===== src/hw/rtl/swdel_pkg.sv =====
`default_nettype none

package swdel_pkg;

  localparam int unsigned WORD_W  = 32;
  localparam int unsigned COUNT_W = 5;

  // Data word returned by pop and peek on an empty stack.
  localparam logic [WORD_W-1:0] WORD_EMPTY = '1;

  typedef enum logic [1:0] {
    MODE_PUSH   = 2'd0,
    MODE_POP    = 2'd1,
    MODE_PEEK   = 2'd2,
    MODE_DELETE = 2'd3
  } mode_e;

  typedef enum logic [1:0] {
    STAT_OK       = 2'd0,
    STAT_EMPTY    = 2'd1,
    STAT_FULL     = 2'd2,
    STAT_NOTFOUND = 2'd3
  } status_e;

  typedef enum logic [2:0] {
    S_IDLE,
    S_EXEC,
    S_RDWAIT,
    S_SRCH_RD,
    S_SRCH_CMP,
    S_SHIFT_RD,
    S_SHIFT_WR,
    S_DONE
  } state_e;

  typedef struct packed {
    mode_e                     mode;
    logic signed [WORD_W-1:0]  value;
  } in_t;

  typedef struct packed {
    logic signed [WORD_W-1:0]  data;
    status_e                   status;
    logic [COUNT_W-1:0]        count;
  } out_t;

endpackage

`default_nettype wire


===== src/hw/rtl/stack_with_delete_by_value.sv =====
// The sequencer takes each input beat through its states: a push writes the RAM, a pop or peek
// reads the top entry through the storage RAM's registered read, and a delete reads and compares
// entries from the top down, then reads and writes each entry above the hit to move it down. One
// item is in work at a time; the next input beat is taken once the result has moved to the output
// register. Reset clears control state and the entry count.
`default_nettype none

module stack_with_delete_by_value #(
  parameter int unsigned DEPTH = 16
) (
  input  wire logic             clk_i,
  input  wire logic             rst_ni,
  input  wire logic             in_valid_i,
  output logic                  in_ready_o,
  input  wire swdel_pkg::in_t   in_i,
  output logic                  out_valid_o,
  input  wire logic             out_ready_i,
  output swdel_pkg::out_t       out_o
);

  import swdel_pkg::*;

  localparam int unsigned AW = $clog2(DEPTH);

  // Result handoff from the sequencer into the output register.
  logic              res_valid;
  logic              res_ready;
  out_t              res;

  // Storage RAM port.
  logic              ram_we;
  logic [AW-1:0]     ram_waddr;
  logic [WORD_W-1:0] ram_wdata;
  logic              ram_re;
  logic [AW-1:0]     ram_raddr;
  logic [WORD_W-1:0] ram_rdata;

  logic              out_valid_q;
  out_t              out_q;

  swdel_ctrl #(
    .DEPTH(DEPTH)
  ) u_ctrl (
    .clk_i       (clk_i),
    .rst_ni      (rst_ni),
    .in_valid_i  (in_valid_i),
    .in_ready_o  (in_ready_o),
    .in_i        (in_i),
    .res_valid_o (res_valid),
    .res_o       (res),
    .res_ready_i (res_ready),
    .ram_we_o    (ram_we),
    .ram_waddr_o (ram_waddr),
    .ram_wdata_o (ram_wdata),
    .ram_re_o    (ram_re),
    .ram_raddr_o (ram_raddr),
    .ram_rdata_i (ram_rdata)
  );

  // The stack words live in one RAM; entry 0 is the bottom of the stack.
  swdel_ram #(
    .Width(WORD_W),
    .Depth(DEPTH)
  ) u_ram (
    .clk_i   (clk_i),
    .we_i    (ram_we),
    .waddr_i (ram_waddr),
    .wdata_i (ram_wdata),
    .re_i    (ram_re),
    .raddr_i (ram_raddr),
    .rdata_o (ram_rdata)
  );

  // The output register takes a new result whenever it is empty or its beat leaves this
  // cycle, so the sequencer can go back to idle and take the next item while a result waits.
  assign res_ready = !out_valid_q || out_ready_i;

  always_ff @(posedge clk_i or negedge rst_ni) begin
    if (!rst_ni) begin
      out_valid_q <= 1'b0;
    end else if (res_valid && res_ready) begin
      out_valid_q <= 1'b1;
    end else if (out_ready_i) begin
      out_valid_q <= 1'b0;
    end
  end

  always_ff @(posedge clk_i) begin
    if (res_valid && res_ready) begin
      out_q <= res;
    end
  end

  assign out_valid_o = out_valid_q;
  assign out_o       = out_q;

endmodule

`default_nettype wire


===== src/hw/rtl/swdel_ram.sv =====
`default_nettype none

module swdel_ram #(
  parameter int unsigned Width = 32,
  parameter int unsigned Depth = 16
) (
  input  wire logic                     clk_i,
  input  wire logic                     we_i,
  input  wire logic [$clog2(Depth)-1:0] waddr_i,
  input  wire logic [Width-1:0]         wdata_i,
  input  wire logic                     re_i,
  input  wire logic [$clog2(Depth)-1:0] raddr_i,
  output logic      [Width-1:0]         rdata_o
);

  logic [Width-1:0] mem_q [Depth];

  always_ff @(posedge clk_i) begin
    if (we_i) begin
      mem_q[waddr_i] <= wdata_i;
    end
    if (re_i) begin
      rdata_o <= mem_q[raddr_i];
    end
  end

endmodule

`default_nettype wire


===== src/hw/rtl/swdel_ctrl.sv =====
`default_nettype none

module swdel_ctrl #(
  parameter int unsigned DEPTH = 16
) (
  input  wire logic                           clk_i,
  input  wire logic                           rst_ni,
  input  wire logic                           in_valid_i,
  output logic                                in_ready_o,
  input  wire swdel_pkg::in_t                 in_i,
  output logic                                res_valid_o,
  output swdel_pkg::out_t                     res_o,
  input  wire logic                           res_ready_i,
  output logic                                ram_we_o,
  output logic [$clog2(DEPTH)-1:0]            ram_waddr_o,
  output logic [swdel_pkg::WORD_W-1:0]        ram_wdata_o,
  output logic                                ram_re_o,
  output logic [$clog2(DEPTH)-1:0]            ram_raddr_o,
  input  wire logic [swdel_pkg::WORD_W-1:0]   ram_rdata_i
);

  import swdel_pkg::*;

  localparam int unsigned AW = $clog2(DEPTH);
  localparam int unsigned CW = $clog2(DEPTH + 1);

  state_e              state_q, state_d;
  logic [CW-1:0]       fill_q, fill_d;
  logic [AW-1:0]       idx_q, idx_d;
  mode_e               mode_q, mode_d;
  logic [WORD_W-1:0]   val_q, val_d;
  out_t                res_q, res_d;

  logic                empty, full, match, shift_more;
  logic [CW-1:0]       fill_inc, fill_dec, idx_next;

  // The count field is the fill level taken modulo 32.
  function automatic logic [COUNT_W-1:0] to_count(input logic [CW-1:0] f);
    logic [CW+COUNT_W-1:0] w;
    w = {{COUNT_W{1'b0}}, f};
    return w[COUNT_W-1:0];
  endfunction

  assign empty      = (fill_q == '0);
  assign full       = (fill_q == CW'(DEPTH));
  assign fill_inc   = fill_q + CW'(1);
  assign fill_dec   = fill_q - CW'(1);
  assign idx_next   = CW'(idx_q) + CW'(1);
  assign match      = (ram_rdata_i == val_q);
  assign shift_more = (idx_next < fill_q);

  always_comb begin
    state_d = state_q;
    case (state_q)
      S_IDLE: begin
        if (in_valid_i) begin
          state_d = S_EXEC;
        end
      end
      S_EXEC: begin
        case (mode_q)
          MODE_PUSH:               state_d = S_DONE;
          MODE_POP, MODE_PEEK:     state_d = empty ? S_DONE : S_RDWAIT;
          MODE_DELETE:             state_d = empty ? S_DONE : S_SRCH_RD;
          default:                 state_d = S_DONE;
        endcase
      end
      S_RDWAIT:   state_d = S_DONE;
      S_SRCH_RD:  state_d = S_SRCH_CMP;
      S_SRCH_CMP: begin
        if (match) begin
          state_d = S_SHIFT_RD;
        end else if (idx_q == '0) begin
          state_d = S_DONE;
        end else begin
          state_d = S_SRCH_RD;
        end
      end
      S_SHIFT_RD: state_d = shift_more ? S_SHIFT_WR : S_DONE;
      S_SHIFT_WR: state_d = S_SHIFT_RD;
      S_DONE: begin
        if (res_ready_i) begin
          state_d = S_IDLE;
        end
      end
      default:    state_d = S_IDLE;
    endcase
  end

  always_comb begin
    in_ready_o  = 1'b0;
    res_valid_o = 1'b0;
    ram_we_o    = 1'b0;
    ram_waddr_o = idx_q;
    ram_wdata_o = ram_rdata_i;
    ram_re_o    = 1'b0;
    ram_raddr_o = idx_q;
    fill_d      = fill_q;
    idx_d       = idx_q;
    mode_d      = mode_q;
    val_d       = val_q;
    res_d       = res_q;
    case (state_q)
      S_IDLE: begin
        in_ready_o = 1'b1;
        if (in_valid_i) begin
          mode_d = in_i.mode;
          val_d  = in_i.value;
        end
      end
      S_EXEC: begin
        res_d.data   = '0;
        res_d.status = STAT_OK;
        case (mode_q)
          MODE_PUSH: begin
            if (full) begin
              res_d.status = STAT_FULL;
            end else begin
              ram_we_o    = 1'b1;
              ram_waddr_o = fill_q[AW-1:0];
              ram_wdata_o = val_q;
              fill_d      = fill_inc;
            end
          end
          MODE_POP, MODE_PEEK: begin
            if (empty) begin
              res_d.data   = WORD_EMPTY;
              res_d.status = STAT_EMPTY;
            end else begin
              ram_re_o    = 1'b1;
              ram_raddr_o = fill_dec[AW-1:0];
            end
          end
          MODE_DELETE: begin
            if (empty) begin
              res_d.status = STAT_EMPTY;
            end else begin
              idx_d = fill_dec[AW-1:0];
            end
          end
          default: ;
        endcase
      end
      S_RDWAIT: begin
        res_d.data = ram_rdata_i;
        if (mode_q == MODE_POP) begin
          fill_d = fill_dec;
        end
      end
      S_SRCH_RD: begin
        ram_re_o = 1'b1;
      end
      S_SRCH_CMP: begin
        if (!match) begin
          if (idx_q == '0) begin
            res_d.status = STAT_NOTFOUND;
          end else begin
            idx_d = idx_q - AW'(1);
          end
        end
      end
      S_SHIFT_RD: begin
        if (shift_more) begin
          ram_re_o    = 1'b1;
          ram_raddr_o = idx_next[AW-1:0];
        end else begin
          fill_d = fill_dec;
        end
      end
      S_SHIFT_WR: begin
        ram_we_o = 1'b1;
        idx_d    = idx_next[AW-1:0];
      end
      S_DONE: begin
        res_valid_o = 1'b1;
      end
      default: ;
    endcase
    res_d.count = to_count(fill_d);
  end

  assign res_o = res_q;

  always_ff @(posedge clk_i or negedge rst_ni) begin
    if (!rst_ni) begin
      state_q <= S_IDLE;
      fill_q  <= '0;
    end else begin
      state_q <= state_d;
      fill_q  <= fill_d;
    end
  end

  always_ff @(posedge clk_i) begin
    idx_q  <= idx_d;
    mode_q <= mode_d;
    val_q  <= val_d;
    res_q  <= res_d;
  end

endmodule

`default_nettype wire


===== config.mk =====
export PLATFORM = sky130hd
export DESIGN_NAME = stack_with_delete_by_value
export DESIGN_NICKNAME = d
export VERILOG_FILES = /design/src/hw/rtl/swdel_pkg.sv /design/src/hw/rtl/stack_with_delete_by_value.sv /design/src/hw/rtl/swdel_ram.sv /design/src/hw/rtl/swdel_ctrl.sv
export SDC_FILE = /design/constraint.sdc
export NUM_CORES = 1
export LEC_CHECK = 0
export ABC_AREA = 1
export ABC_CLOCK_PERIOD_IN_PS = 9900
export BUFFER_PORTS_ARGS = -buffer_cell sky130_fd_sc_hd__buf_2
export CORE_ASPECT_RATIO = 1.25
export CORE_MARGIN = 10
export CORE_UTILIZATION = 50
export DETAILED_ROUTE_END_ITERATION = 7
export GPL_TIMING_DRIVEN = 1
export PLACE_DENSITY_LB_ADDON = 0.05
export SYNTH_ARGS = -nofsm -noshare
export SYNTH_HDL_FRONTEND = slang
export SYNTH_SLANG_ARGS = --single-unit

===== constraint.sdc =====
create_clock -name clk_i -period 9.9 [get_ports clk_i]
set_input_delay 1.98 -clock clk_i [delete_from_list [all_inputs] [get_ports clk_i]]
set_output_delay 1.98 -clock clk_i [all_outputs]
set_load 0.02 [all_outputs]

==> impl_results.md <==
* Portion of total power attributed to sequential cells at 35.7%
* Number of levels the H-tree was split into at 3
* Cell count after synthesis at ~2700
* Maximum clock rate at 192 MHz
* Cell count of the worst hold path at 0
* Clock Path Buffers at 3
* Site Rows at 98
* Synth top area share at about two thirds
* Detailed Route Iter0 Violations at between 1500 and 2000
* GRT overflow at 0
* Post-CTS sizing at 0
* Count of warnings emitted by yosys at 0
* Ranking of synthesized cells by area: sky130_fd_sc_hd__edfxtp_1 67%, sky130_fd_sc_hd__nand3_1 11%, sky130_fd_sc_hd__nand2_1 8.7%, sky130_fd_sc_hd__inv_1 4.9%, sky130_fd_sc_hd__buf_2 1.7%
* Boundary Pins at 79
* Mean routed wirelength per cell at about 21 um
* Global-route wire length before repair at 113 mm
* Worst endpoint data arrival time at roughly 5.5 ns
* Relative contribution of the clock network to total power at slightly above 20%
* Post-synthesis cell type count at 38
* Worst hold start: u_ctrl.res_o[0]
* List of most frequent post-synthesis cells: 675 x sky130_fd_sc_hd__nand2_1, 655 x sky130_fd_sc_hd__edfxtp_1, 636 x sky130_fd_sc_hd__nand3_1
* Clock-pin slew on the worst setup and hold paths at ~0.060 ns
* Root buffer cell: sky130_fd_sc_hd__clkbuf_16
* Setup TNS after final layout at 0 ns
* Residual antenna-violating net count after detailed routing at 0
* Maximum fanout encountered on the critical timing path at approximately 160
* Slack of the worst reg-to-reg path at between 4 and 5 ns
* Total Die Area at between 60000 and 70000 um^2
* Biggest area consumer among synthesized cells: sky130_fd_sc_hd__edfxtp_1
* R2r endpoint: u_ram.rdata_o[8]
* Total power density per cell area at 368 nW/um^2
* Maxcap violations at 0
* Normalized max-slew margin at 23.0%
* Design area at roughly 32000 um^2
* Worst vdd ir at around 380 uV
* Synth Cell Area at a little under 30000 um^2
* Kind of capture point of the worst setup path: flip-flop
* Status: finished clean
* Starting density of the core at approximately half
* Proportion of register bits with asynchronous set or reset after synthesis at around 1.3%
* Sequential fraction of the synthesis area at about two thirds
* Area used by sequential logic in the layout at ~20000 um^2
* Hold_buf cts at 0
* Launching point of the worst reg2reg path: u_ctrl.idx_q[0]
* Via-to-Cell Ratio at around 5.4
* Inserted Diodes at 0
* Count of input and output buffers at ~80
* Detailed Place HPWL at between 30 and 40 mm
* Routed wire length at roughly 75 mm
* Worst Max-Slew Pin Slew at 1.15 ns
* Syn nets at between 2000 and 3000
* Area Growth Syn to Fin at 10.7%
* Worst-skew pair later-pin latency at 0.61 ns
* Combinational cell fraction of total power at between 40 and 50%
* Number of global-route vias before repair at 18400
* Fraction of the cycle the final worst path needs at 52.5%
* Final count of pins violating max slew at 0
* Final Skew at between 0.02 and 0.025 ns
* Fraction of power spent switching nets at 42.5%
* Kind of critical path: reg2reg
* Number of setup violations in the final report at 0
* RSZ-0062 raised after global routing: no
* Depth of the worst register-to-register path at 17
* Startpoint Class: flip-flop
* Total CTS buffers at 67
* Most common cell in the netlist: sky130_fd_sc_hd__nand2_1
* Filler Cells Inserted at approximately 5000
* TritonCTS clock tree: built
* EDFF count, synth at 655
* Startpoint of the most critical setup path: u_ctrl.idx_q[0]
* Antenna violations before repair at 1
* Hold Crit Class: reg2reg
* P_int at between 6000 and 7000 uW
* End point of the most critical hold path: out_o[0]
* Number of failing hold endpoints at the final stage at 0
* Number of search-and-repair iterations in the first detailed-routing pass at 5
* Area of the multi-input gates at 7080 um^2
* Required time of the worst setup path at about 10 ns
* DRC Markers at 0
* Number of storage elements in the synthesis netlist at approximately 670
* Area after DPL at approximately 30000 um^2
* Vias after detailed routing at 19300
* Clock net sink count at 669
* GPL Wtd Cong at about 0.85
* Final-stage net count at approximately 2800
* Global router's overall resource usage at roughly 22%
* Average size of a mapped cell at approximately 11 um^2
* Area of the core at between 50000 and 60000 um^2
* Setup fix buffers added after clock tree synthesis at 0
* Vertical die dimension at 290 um
* Main flop type after synthesis: sky130_fd_sc_hd__edfxtp_1
* Fraction of final layout cells with drive strength greater than 1 at 9.42%
* Die X-Extent at around 240 um
* Switching power of the nets at 5050 uW
* Leak at approximately 0.013 uW
* Pin count of the biggest net entering global routing at about 160
* Final worst path period need at between 5 and 6 ns
per-layer routing:
layer / global-route usage, % / wire length, um / vias up
met2: 35.3 / 35700 / 714
li1: - / - / 9131
met4: 8.15 / 2240 / 0
met3: 3.24 / 5380 / 154
met1: 28.8 / 32000 / 9269
met5: 0 / 0 / -
metrics by stage:
stage	util [%]	setup slack [ns]	instances	power, uW	hold slack, ns
2_1_floorplan	-	4.66	2695	8040	0.386
3_3_place_gp	52.5	4.90	3425	9400	0.389
3_5_place_dp	52.5	4.82	3425	9480	0.389
4_1_cts	56.1	4.81	3541	11900	0.403
5_1_grt	56.1	4.32	3541	12700	0.414
6_report	56.1	4.70	3541	11900	0.402
logic make-up (layout without fill, tap and decap cells):
family	Yosys count	after routing	synth area share, %
AOI/OAI and AO/OA	62	62	1.20
DFF	669	669	68.6
xor gates and xnor gates	23	23	0.691
buffers and inverters	532	628	7.83
adders and majority gates	14	14	0.601
and+or+nand+nor	1395	1395	21.1
how the worst max path moves through the flow:
| stage | endpoint | slack (ns) | cells past startpoint |
|---|---|---|---|
| after floorplan | u_ram.rdata_o[0] | 4.66 | 4 |
| after global placement | u_ram.rdata_o[6] | 4.90 | 17 |
| after CTS | u_ram.rdata_o[28] | 4.81 | 17 |
| after global routing | u_ram.rdata_o[11] | 4.32 | 18 |
| after detailed placement | u_ram.rdata_o[28] | 4.82 | 17 |
| final | u_ram.rdata_o[8] | 4.70 | 17 |
power groups by stage:
| stage | clock (uW) | combinational [uW] | sequential, uW |
|---|---|---|---|
| after floorplan | 0 | 3750 | 4300 |
| after global placement | 0 | 5110 | 4290 |
| after detailed placement | 0 | 5180 | 4300 |
| after CTS | 2480 | 5210 | 4240 |
| after global routing | 2580 | 5810 | 4270 |
| final | 2430 | 5210 | 4240 |
cell usage in the layout (no fill, tap or decap), drive strengths merged:
cell,instances
nand4,8
o311ai,1
a21oi,9
bufinv,3
nor3,3
nor4,2
buf,125
o22ai,1
o21ai,40
dfrtp,9
o221ai,1
xnor2,18
nand3b,1
inv,390
dfxtp,5
a21o,1
edfxtp,655
nand2,678
nand3,637
o211ai,7
a31oi,2
ha,14
nor2,53
clkinv,21
or2,13
xor2,5
clkbuf,89
flip-flops by register name, summed over array words and instances (netlist names):
signal,count
u_ctrl.idx_q,4
out_valid_o,1
u_ram.rdata_o,32
u_ctrl.fill_q,5
u_ram.mem_q,512
out_o,39
u_ctrl.res_o,39
u_ctrl.mode_q,2
u_ctrl.val_q,32
u_ctrl.state_q,3
layout make-up:
cell class,instances,share of cell area [%]
clock inverter,27,0.713
tap,750,2.91
timing repair buffer,125,2.30
clock buffer,89,5.68
multi-input combinational,1494,21.9
sequential,669,61.9
inverter,387,4.52
critical path: stages, from the launching register on:
cell and delay, ns:
sky130_fd_sc_hd__edfxtp_1 0.54, sky130_fd_sc_hd__inv_1 0.22, sky130_fd_sc_hd__ha_1 0.38, sky130_fd_sc_hd__ha_1 0.29, sky130_fd_sc_hd__nand2_1 0.05, sky130_fd_sc_hd__nor2_1 0.08, sky130_fd_sc_hd__nand2_1 0.07, sky130_fd_sc_hd__nand3_1 0.10
sky130_fd_sc_hd__nand2_1 0.11, sky130_fd_sc_hd__nand2_2 0.16, sky130_fd_sc_hd__nand2_8 0.32, sky130_fd_sc_hd__nand2_8 0.89, sky130_fd_sc_hd__buf_4 0.97, sky130_fd_sc_hd__nand2_1 0.12, sky130_fd_sc_hd__nand3_1 0.13, sky130_fd_sc_hd__nand3_1 0.09
sky130_fd_sc_hd__nand3_1 0.12, sky130_fd_sc_hd__nand2_1 0.06
(Power assumes the default switching activity.)
